==> config.mk <==
export PLATFORM = sky130hd
export DESIGN_NAME = mhs_ctrl
export DESIGN_NICKNAME = d
export VERILOG_FILES = /design/src/rtl/core/mhs_pkg.sv /design/src/rtl/core/mhs_ctrl.sv
export SDC_FILE = /design/constraint.sdc
export NUM_CORES = 1
export LEC_CHECK = 0
export BUFFER_PORTS_ARGS = -buffer_cell sky130_fd_sc_hd__clkbuf_2
export CORE_MARGIN = 4
export CORE_UTILIZATION = 49
export DETAILED_ROUTE_END_ITERATION = 10
export GPL_ROUTABILITY_DRIVEN = 1
export PLACE_DENSITY = 0.83
export SYNTH_ARGS = -nofsm -noshare
export SYNTH_HDL_FRONTEND = slang
export SYNTH_SLANG_ARGS = --single-unit
==> constraint.sdc <==
create_clock -name clk -period 4.2 [get_ports clk]
set_input_delay 0.42 -clock clk [delete_from_list [all_inputs] [get_ports clk]]
set_output_delay 0.42 -clock clk [all_outputs]
set_load 0.05 [all_outputs]
==> src/rtl/core/mhs_pkg.sv <==
`timescale 1ns / 1ps
// ----------------------------------------------------------------------------
// mhs_pkg
// Shared types and constants for the mask history statistics ring.
// ----------------------------------------------------------------------------
package mhs_pkg;

	localparam logic [1:0] OP_ADD   = 2'd0;
	localparam logic [1:0] OP_RANGE = 2'd1;
	localparam logic [1:0] OP_STATS = 2'd2;
	localparam logic [1:0] OP_NOP   = 2'd3;

	localparam logic [1:0] KIND_SUM   = 2'd0;
	localparam logic [1:0] KIND_NONE  = 2'd1;
	localparam logic [1:0] KIND_ERR   = 2'd2;
	localparam logic [1:0] KIND_STATS = 2'd3;

	localparam int IN_DATA_W  = 184;
	localparam int OUT_DATA_W = 176;
	localparam int PCT_W      = 23;

	// controller to datapath
	typedef struct packed {
		logic take;
		logic rq_init;
		logic rec_rd;
		logic rq_eval;
		logic rq_acc;
		logic ch_rd;
		logic ch_wr;
		logic rec_next;
		logic out_init;
		logic out_rd;
		logic out_ld;
		logic ld_nf;
		logic ld_err;
		logic ld_st;
		logic sq_init;
		logic sq_eval;
		logic sq_acc;
		logic div_init;
		logic div_prep;
		logic div_step;
	} mhs_cmd_t;

	// datapath to controller
	typedef struct packed {
		logic fill_zero;
		logic win_zero;
		logic overlap;
		logic mismatch;
		logic found;
		logic cc_zero;
		logic j_last;
		logic i_last;
		logic out_free;
		logic div_done;
	} mhs_sts_t;

endpackage

==> src/rtl/core/mhs_ctrl.sv <==
`timescale 1ns / 1ps
// ----------------------------------------------------------------------------
// mhs_ctrl
// Sequencer for adds, range walks, stats walks and the result requests.
// ----------------------------------------------------------------------------
module mhs_ctrl
	import mhs_pkg::*;
(
	input  logic       clk,
	input  logic       arst_n,
	input  logic       s_tvalid,
	input  logic [1:0] s_tuser,
	output logic       s_tready,
	input  mhs_sts_t   sts,
	output mhs_cmd_t   cmd
);

	localparam logic [4:0] ST_IDLE    = 5'd0;
	localparam logic [4:0] ST_RQ_INIT = 5'd1;
	localparam logic [4:0] ST_RQ_RD   = 5'd2;
	localparam logic [4:0] ST_RQ_EVAL = 5'd3;
	localparam logic [4:0] ST_RQ_ACC  = 5'd4;
	localparam logic [4:0] ST_RQ_CRD  = 5'd5;
	localparam logic [4:0] ST_RQ_CWR  = 5'd6;
	localparam logic [4:0] ST_RQ_END  = 5'd7;
	localparam logic [4:0] ST_OUT_RD  = 5'd8;
	localparam logic [4:0] ST_OUT_LD  = 5'd9;
	localparam logic [4:0] ST_RES_NF  = 5'd10;
	localparam logic [4:0] ST_RES_ERR = 5'd11;
	localparam logic [4:0] ST_SQ_INIT = 5'd12;
	localparam logic [4:0] ST_SQ_RD   = 5'd13;
	localparam logic [4:0] ST_SQ_EVAL = 5'd14;
	localparam logic [4:0] ST_SQ_ACC  = 5'd15;
	localparam logic [4:0] ST_SQ_DINI = 5'd16;
	localparam logic [4:0] ST_SQ_PREP = 5'd17;
	localparam logic [4:0] ST_SQ_DIV  = 5'd18;
	localparam logic [4:0] ST_RES_ST  = 5'd19;

	logic [4:0] state_q, state_d;

	assign s_tready = (state_q == ST_IDLE);

	always_comb begin
		state_d = state_q;
		cmd     = '0;
		case (state_q)
			ST_IDLE: begin
				cmd.take = s_tvalid;
				if (s_tvalid && s_tuser == OP_RANGE)
					state_d = ST_RQ_INIT;
				else if (s_tvalid && s_tuser == OP_STATS)
					state_d = ST_SQ_INIT;
			end
			ST_RQ_INIT: begin
				cmd.rq_init = 1'b1;
				state_d = sts.fill_zero ? ST_RES_NF : ST_RQ_RD;
			end
			ST_RQ_RD: begin
				cmd.rec_rd = 1'b1;
				state_d = ST_RQ_EVAL;
			end
			ST_RQ_EVAL: begin
				cmd.rq_eval = 1'b1;
				if (!sts.overlap) begin
					cmd.rec_next = 1'b1;
					state_d = sts.i_last ? ST_RQ_END : ST_RQ_RD;
				end else if (sts.mismatch) begin
					state_d = ST_RES_ERR;
				end else begin
					state_d = ST_RQ_ACC;
				end
			end
			ST_RQ_ACC: begin
				cmd.rq_acc = 1'b1;
				if (sts.cc_zero) begin
					cmd.rec_next = 1'b1;
					state_d = sts.i_last ? ST_RQ_END : ST_RQ_RD;
				end else begin
					state_d = ST_RQ_CRD;
				end
			end
			ST_RQ_CRD: begin
				cmd.ch_rd = 1'b1;
				state_d = ST_RQ_CWR;
			end
			ST_RQ_CWR: begin
				cmd.ch_wr = 1'b1;
				if (sts.j_last) begin
					cmd.rec_next = 1'b1;
					state_d = sts.i_last ? ST_RQ_END : ST_RQ_RD;
				end else begin
					state_d = ST_RQ_CRD;
				end
			end
			ST_RQ_END: begin
				cmd.out_init = 1'b1;
				state_d = sts.found ? ST_OUT_RD : ST_RES_NF;
			end
			ST_OUT_RD: begin
				cmd.out_rd = 1'b1;
				state_d = ST_OUT_LD;
			end
			ST_OUT_LD: begin
				if (sts.out_free) begin
					cmd.out_ld = 1'b1;
					state_d = (sts.cc_zero || sts.j_last) ? ST_IDLE : ST_OUT_RD;
				end
			end
			ST_RES_NF: begin
				if (sts.out_free) begin
					cmd.ld_nf = 1'b1;
					state_d = ST_IDLE;
				end
			end
			ST_RES_ERR: begin
				if (sts.out_free) begin
					cmd.ld_err = 1'b1;
					state_d = ST_IDLE;
				end
			end
			ST_SQ_INIT: begin
				cmd.sq_init = 1'b1;
				state_d = sts.win_zero ? ST_SQ_DINI : ST_SQ_RD;
			end
			ST_SQ_RD: begin
				cmd.rec_rd = 1'b1;
				state_d = ST_SQ_EVAL;
			end
			ST_SQ_EVAL: begin
				cmd.sq_eval = 1'b1;
				state_d = ST_SQ_ACC;
			end
			ST_SQ_ACC: begin
				cmd.sq_acc = 1'b1;
				state_d = sts.i_last ? ST_SQ_DINI : ST_SQ_RD;
			end
			ST_SQ_DINI: begin
				cmd.div_init = 1'b1;
				state_d = ST_SQ_PREP;
			end
			ST_SQ_PREP: begin
				cmd.div_prep = 1'b1;
				state_d = ST_SQ_DIV;
			end
			ST_SQ_DIV: begin
				cmd.div_step = 1'b1;
				if (sts.div_done)
					state_d = ST_RES_ST;
			end
			ST_RES_ST: begin
				if (sts.out_free) begin
					cmd.ld_st = 1'b1;
					state_d = ST_IDLE;
				end
			end
			default: begin
				state_d = ST_IDLE;
			end
		endcase
	end

	always_ff @(posedge clk or negedge arst_n) begin
		if (!arst_n)
			state_q <= ST_IDLE;
		else
			state_q <= state_d;
	end

endmodule

* After elaboration in Yosys (flattened, before gate mapping)
Cells that the tools add are included.
Widths: inputs -> output; s select.
** Word-level totals
- Flip-flop bits (word level) :: 5
- Input bits :: 15
- Output and inout port bits :: 21
- Logic and storage cells :: 73
** Operators by class
- Equal/unequal tests :: 25
- Multiplexer cells :: 40
- Reduce and logical (&&, ||, !) cells :: 7
** Operator list (count)
- $pmux 5 s18 :: 1
- $eq 5x4->1 const B :: 8
- $mux 5 :: 8
- $mux 1 :: 23
- $eq 5x3->1 const B :: 4
- $eq 5x5->1 const B :: 4
- $mux 4 :: 3
- $eq 5x2->1 const B :: 2
- $mux 3 :: 3
- $eq 5x1->1 const B :: 1
- $logic_not 5->1 :: 1
- $ne 2x2->1 const B :: 2
- $reduce_and 4->1 :: 1
- $ne 3x1->1 const B :: 1
- $pmux 1 s3 :: 1
- $reduce_or 3->1 :: 1
- $eq 2x1->1 const B :: 1
- $eq 2x2->1 const B :: 1
- $logic_and 1x1->1 :: 2
- $mux 2 :: 1
- $ne 2x1->1 const B :: 1
- $reduce_or 2->1 :: 1
- $logic_or 1x1->1 :: 1

* Longest topological paths before layout
Gate-level depths: netlist of the first run.
- Word-level depth :: 5
- Depth in mapped cells :: 7
- Gate-level depth less buffers :: 6

* Least setup slack after synthesis of the first run
OpenSTA, ideal clock, no wires.
- Path kind :: register -> output
- From :: register state_q[2]
- To :: output port cmd[19] in the netlist's numbering
- Data arrival time :: 2.544 ns
- Data required time :: 3.780 ns
- Path slack :: 1.236 ns
- Cell stages (with the launch flop) :: 4
- Path buffers :: 0
- Path through :: dfrtp_1 -> or3_4 -> nor3_1 -> and2_1
** RTL lines
- from (decl) :: RTL line mhs_ctrl.sv:39 : logic [4:0] state_q, state_d;
- from (signal assigned) :: RTL line mhs_ctrl.sv:166 : state_q <= state_d;
- to (decl) :: RTL line mhs_ctrl.sv:15 : output mhs_cmd_t cmd

==> flow_summary.toml, run 1 <==
[job]
cap_violations = 0

[synthesis]
synthFlopType = "dfrtp_1"
synth-edff-count = 0
synth.net_count = 126
synth_area_leaders = "dfrtp_1 (16%), nor2_1 (6.8%), nor3_1 (6.5%)"
synth_top_area_cell = "dfrtp_1"
netlist_area_um2 = 773
synth_cells = 111
yosysWarnings = 0
synthDistinctLibCells = 41
ys_seq_elements = 5
ys_seq_area_frac = 0.162
synth_top_area_share = 0.162
avgSynthCellArea_um2 = 6.97
synth-async-reset-ratio = 1.00

[clock_tree]
cts_sinks = 5
cts_made_buffers = 3
tritoncts = "yes"
cts.repair.resized = 0
htree_levels = 1
clk-insertion-delay-late_ns = 0.23
path_clk_slew_ns = 0.04
cts_buffer_depth = 2
root_buffer = "clkbuf_4"

[placed_design]
hpwlAfterDp_um = 1720
place.gp.congestion = 0.870
place_area_um2 = 941
io_buffers = 35
pre_cts_ws_ns = 1.95

[grt]
antenna_found_initial = 0
grtUsageTotal = 0.195
grt_pass1_wl_um = 3240
overflow = 0
grt_pass1_vias = 801
grt_max_degree = 24

[die]
io_pins = 36
core-area_um2 = 1510
initial_core_util = 0.513
die_area_um2 = 2280
fp.dieH_um = 47.7
num_rows = 14
fp.dieW_um = 47.7

[detailed_routing]
vias = 926
viasPerCell = 5.75
drtIter0Drc = 24
drc = 0
drtPass1Iterations = 4
wire_per_inst_um = 13.3
antenna_left = 0
routed_wl_um = 2150

[power_and_ir_drop]
power_density_nw_per_um2 = 759
p_leak_nw = 0.442
p_switching_mw = 0.441
swShare = 0.595
peakVddDrop_v = 0.000407
p_int_mw = 0.300
comb_power_share = 0.715
p_clk_frac = 0.070
p_seq_frac = 0.214

[timing]
drv_slew = 0
finalSetupViolCount = 0
fin_crit_sh = 0.599
finalWorstSetupSlack_ns = 1.68
rsz0062_at_grt = "no"
tightest_slew_ns = 0.632
finalHoldViolCount = 0
finalSetupTns_ns = 0
min_period_ns = 2.52
fmax_mhz = 397
fin_skew_ns = 0.00120
slew_headroom = 0.579

[finish]
top_register = "state_q"
fin_nets = 161
largest_reg_flops = 5
regArea_um2 = 125
drive_gt1_frac = 0.324
multi_input_area_um2 = 602
final_design_area_no_fill_um2 = 977
num-fill-cells = 147
diodes = 0
top_regs = "state_q: 5 flops"
area_growth_pct = 26.4

[critical_path]
cp-start-kind = "register"
crit_path_start = "state_q[0]"
r2r_slack_ns = 2.16
rr_startpoint = "state_q[3]"
cp-end-kind = "output pin"
cp_max_fo = 23
endpoint = "cmd[12]"
reg2regPathDepth = 4
worstPathArrival_ns = 2.10
cp.required_ns = 3.78
critPathKind = "reg -> out"
r2r-end = "state_q[0]"

[outcome]
status = "complete, no violations"

[worst_hold_path]
hold_path_class = "in -> async"
-- cells by family (layout without fill, tap and decap cells) --
family | Yosys count | in the layout | share of synthesized area
multiplexers | 3 | 3 | 0.0534
buffers and inverters | 11 | 45 | 0.0599
XOR/XNOR | 2 | 2 | 0.0227
AND/OR/NAND/NOR | 62 | 62 | 0.427
flip-flops | 5 | 5 | 0.162
AO/OA/AOI/OAI | 28 | 28 | 0.275
-- layer usage --
metal  global-route usage  vias to the layer above  part of all wire
li1                     -                      474                 -
met1                0.273                      419              0.44
met2                0.330                       33              0.49
met3                    0                        0             0.069
met4               0.0538                        0                 0
met5                    0                        -                 0
-- what timing repair did --
action | in CTS | in global routing
buffers inserted | 0 | 0
endpoints found under the hold margin | 5 | 0
hold buffers | 1 | 0
-- Yosys cell counts, drive strengths merged, types with 2 or more instances --
master	n
o31ai	2
nand2b	4
a21oi	4
dfrtp	5
or2b	2
nor4	2
nand3	4
or3	2
nor3	10
o2111ai	2
nor2	14
and2	2
nand2	10
nand4	3
o21ai	9
buf	4
mux2	3
nand3b	2
a31oi	2
nor2b	3
o211ai	2
inv	5
clkbuf	2
-- cells in the final DEF, fill, tap and decap left out, drive strengths merged, types with 3 or more instances in the layout --
cell,count
nand2b,4
nand4,3
clkbuf,39
mux2,3
nor3,10
inv,5
nor2b,3
nand3,4
nand2,10
o21ai,9
nor2,14
dfrtp,5
a21oi,4
-- critical path, cell delays in order, from the launching register on --
cell and delay [ns]:
dfrtp_1 0.74, or3b_1 0.48, nand2b_1 0.22, o21ai_1 0.13, clkbuf_2 0.29
-- through the flow --
| stage | instances | hold slack, ns | power, mW | util |
|---|---|---|---|---|
| after floorplan | 111 | 0.124 | 0.582 | - |
| after global placement | 156 | 0.235 | 0.678 | 0.625 |
| after detailed placement | 156 | 0.239 | 0.684 | 0.625 |
| after CTS | 161 | 0.527 | 0.741 | 0.649 |
| after global routing | 161 | 0.562 | 0.801 | 0.649 |
| final | 161 | 0.533 | 0.742 | 0.649 |
-- power by group through the flow --
stage,combinational (mW),sequential [mW],clock [mW]
3_3_place_gp,0.522,0.156,0
3_5_place_dp,0.526,0.158,0
6_report,0.531,0.159,0.0521
2_1_floorplan,0.485,0.0970,0
4_1_cts,0.530,0.156,0.0552
5_1_grt,0.574,0.170,0.0571
-- worst min path at each step --
stage                start         end  slack, ns  depth (start not counted)
floorplan           arst_n  state_q[0]       0.12                          0
global placement    arst_n  state_q[2]       0.23                          1
detailed placement  arst_n  state_q[2]       0.24                          1
CTS                 arst_n  state_q[2]       0.53                          2
global route        arst_n  state_q[2]       0.56                          2
finish              arst_n  state_q[2]       0.53                          2
-- area by class of cell --
type                            instances  area share
Tap cell                               16      0.0205
Multi-Input combinational cell         95       0.616
Inverter                                5      0.0192
Timing Repair Buffer                   36       0.190
Sequential cell                         5       0.128
Clock buffer                            4      0.0269
(Power assumes the default switching activity.)
==> run 2: changes to the inputs <==
--- a/config.mk
+++ b/config.mk
@@ -5,12 +5,13 @@
 export SDC_FILE = /design/constraint.sdc
 export NUM_CORES = 1
 export LEC_CHECK = 0
+export ABC_AREA = 1
 export BUFFER_PORTS_ARGS = -buffer_cell sky130_fd_sc_hd__clkbuf_2
 export CORE_MARGIN = 4
-export CORE_UTILIZATION = 49
+export CORE_UTILIZATION = 46
 export DETAILED_ROUTE_END_ITERATION = 10
 export GPL_ROUTABILITY_DRIVEN = 1
-export PLACE_DENSITY = 0.83
+export PLACE_DENSITY = 0.79
 export SYNTH_ARGS = -nofsm -noshare
 export SYNTH_HDL_FRONTEND = slang
 export SYNTH_SLANG_ARGS = --single-unit
==> constraint.sdc (replaced) <==
create_clock -name clk -period 2.5 [get_ports clk]
set_input_delay 0.25 -clock clk [delete_from_list [all_inputs] [get_ports clk]]
set_output_delay 0.25 -clock clk [all_outputs]
set_load 0.05 [all_outputs]
==> run 2 against run 1 <==
  * Combinational power is 87% higher
  * Synthesized cell count is 36% higher
  * Via count is 11% higher
  * Hold slack worse by 0.17 ns
  * Critical path type unchanged
  * Critical path depth is 2 higher
  * Largest cell class unchanged
==> flow_summary.toml, run 2 <==
[critical_path]
cp.required_ns = 2.25
cp-start-kind = "register"
path_cells = "nor2_2, inv_1, nor2_1, nand2_1, nand3_1, clkbuf_2"
cp-end-kind = "output pin"
crit_path_start = "state_q[3]"
worstPathArrival_ns = 1.86
cp_max_fo = 13
r2r_slack_ns = 0.78
cpMaxStageDelayCell = "nor2_2"
rr_startpoint = "state_q[3]"
critPathKind = "reg -> out"
max_stage_delay_ns = 0.43

[power_and_ir_drop]
peakVddDrop_v = 0.000792
power_density_nw_per_um2 = 1260
p_leak_nw = 0.694

[synthesis]
synth_cells = 151
synth.net_count = 166
synth_top_area_share = 0.242
avgSynthCellArea_um2 = 5.25
synth_top_area_cell = "nand2_1"
yosysWarnings = 0
synthDistinctLibCells = 21
synth_area_leaders = "nand2_1 (24%), dfrtp_1 (16%), inv_1 (11%)"
synth-async-reset-ratio = 1.00
synth-edff-count = 0
synthFlopType = "dfrtp_1"
ys_seq_elements = 5
synth_common_cells = "nand2_1 (51), inv_1 (24), nor2_1 (20)"
netlist_area_um2 = 792
ys_seq_area_frac = 0.158
synth_most_common_cell = "nand2_1"

[clock_tree]
tritoncts = "yes"
cts_hold_buf = 1
path_clk_slew_ns = 0.04
cts_setup_buffers = 0
root_buffer = "clkbuf_4"
clk-insertion-delay-late_ns = 0.23
cts_made_buffers = 3
cts_buffer_depth = 2
cts_sinks = 5
htree_levels = 1
cts.repair.resized = 0

[detailed_routing]
drc = 0
vias = 1025
wire_per_inst_um = 10.7
drtPass1Iterations = 4
routed_wl_um = 2190
viasPerCell = 5.00
antenna_left = 0
drtIter0Drc = 33

[job]
cap_violations = 0

[finish]
regArea_um2 = 125
final_cell_mix = "nand2_1 (51), clkbuf_2 (35), inv_1 (24), nor2_1 (20), nand3_1 (16)"
final_design_area_no_fill_um2 = 1000
top_regs = "state_q: 5 flops"
drive_gt1_frac = 0.307
layout_commonest_cell = "nand2_1"
area_growth_pct = 26.9
largest_reg_flops = 5
num-fill-cells = 162
diodes = 0
fin_nets = 205
top_register = "state_q"
multi_input_area_um2 = 543

[grt]
grt_max_degree = 14
antenna_found_initial = 0
overflow = 0
grtUsageTotal = 0.183
grt_pass1_vias = 899
grt_pass1_wl_um = 3680

[timing]
hold_slack_ns = 0.360
min_period_ns = 2.11
rsz0062_at_grt = "no"
slew_headroom = 0.673
drv_slew = 0
finalSetupViolCount = 0
fin_crit_sh = 0.842
tightest_slew_ns = 0.489
fmax_mhz = 475
finalWorstSetupSlack_ns = 0.395
fin_skew_ns = 0.0000480
finalHoldViolCount = 0
finalSetupTns_ns = 0

[placed_design]
pre_cts_ws_ns = 0.661
place_area_um2 = 968
hpwlAfterDp_um = 1940
place.gp.congestion = 0.842
io_buffers = 35

[die]
core-area_um2 = 1560
fp.dieH_um = 49.5
die_area_um2 = 2450
num_rows = 14
initial_core_util = 0.508
fp.dieW_um = 49.5
io_pins = 36

[outcome]
status = "complete, no violations"

[worst_hold_path]
hold_path_class = "in -> async"
==> run 2: cell types whose count changed after synthesis, sizes merged, moves of 7 or more <==
cell / before / now
inv: 5 / 28
nand2: 10 / 54
nand3: 4 / 18
nor2: 14 / 28
nor3: 10 / 3
o21ai: 9 / 2
==> run 2: report_power, final <==
| group | total (mW) | switching [mW] | internal, mW |
|---|---|---|---|
| Sequential | 0.188 | 0.0647 | 0.123 |
| Clock | 0.0851 | 0.0253 | 0.0598 |
| Combinational | 0.994 | 0.741 | 0.253 |
| Total | 1.27 | 0.831 | 0.436 |
==> run 2: through the flow <==
| stage | power (mW) | instances | utilization |
|---|---|---|---|
| floorplan | 0.994 | 151 | - |
| detailed placement | 1.18 | 200 | 0.621 |
| global route | 1.40 | 205 | 0.644 |
| global placement | 1.17 | 200 | 0.621 |
| CTS | 1.27 | 205 | 0.644 |
| finish | 1.27 | 205 | 0.644 |
==> run 2: layer usage <==
layer | GRT usage | vias to the layer above | part of all wire
li1 | - | 545 | -
met1 | 0.223 | 448 | 0.42
met2 | 0.353 | 32 | 0.52
met3 | 0.00602 | 0 | 0.062
met4 | 0.0369 | 0 | 0
met5 | 0 | - | 0
==> run 2: kinds of logic (layout without fill, tap and decap cells) <==
family	after synthesis	count (layout)	synth area share
buffers and inverters	30	68	0.156
AO/OA/AOI/OAI	5	5	0.0442
AND/OR/NAND/NOR	111	111	0.641
flip-flops	5	5	0.158
==> run 2: final cells by class <==
type,count,share of cell area
Multi-Input combinational cell,116,0.540
Timing Repair Buffer,36,0.184
Sequential cell,5,0.125
Clock buffer,4,0.0262
Inverter,28,0.105
Tap cell,16,0.0199
==> run 2: final timing paths <==
kind / endpoint / cells after the start
max in group asynchronous: state_q[2] / 2
hold reg to reg: state_q[3] / 2
setup / recovery: cmd[12] / 6
min in group clk: state_q[4] / 5
setup reg to reg: state_q[3] / 8
hold / removal: state_q[4] / 2
==> run 2: worst max-delay path: cells and delay by family, from the launching register on <==
family,cells,cell delay (ns)
buffers and inverters,2,0.43
flip-flops,1,0.42
AND/OR/NAND/NOR,4,0.77
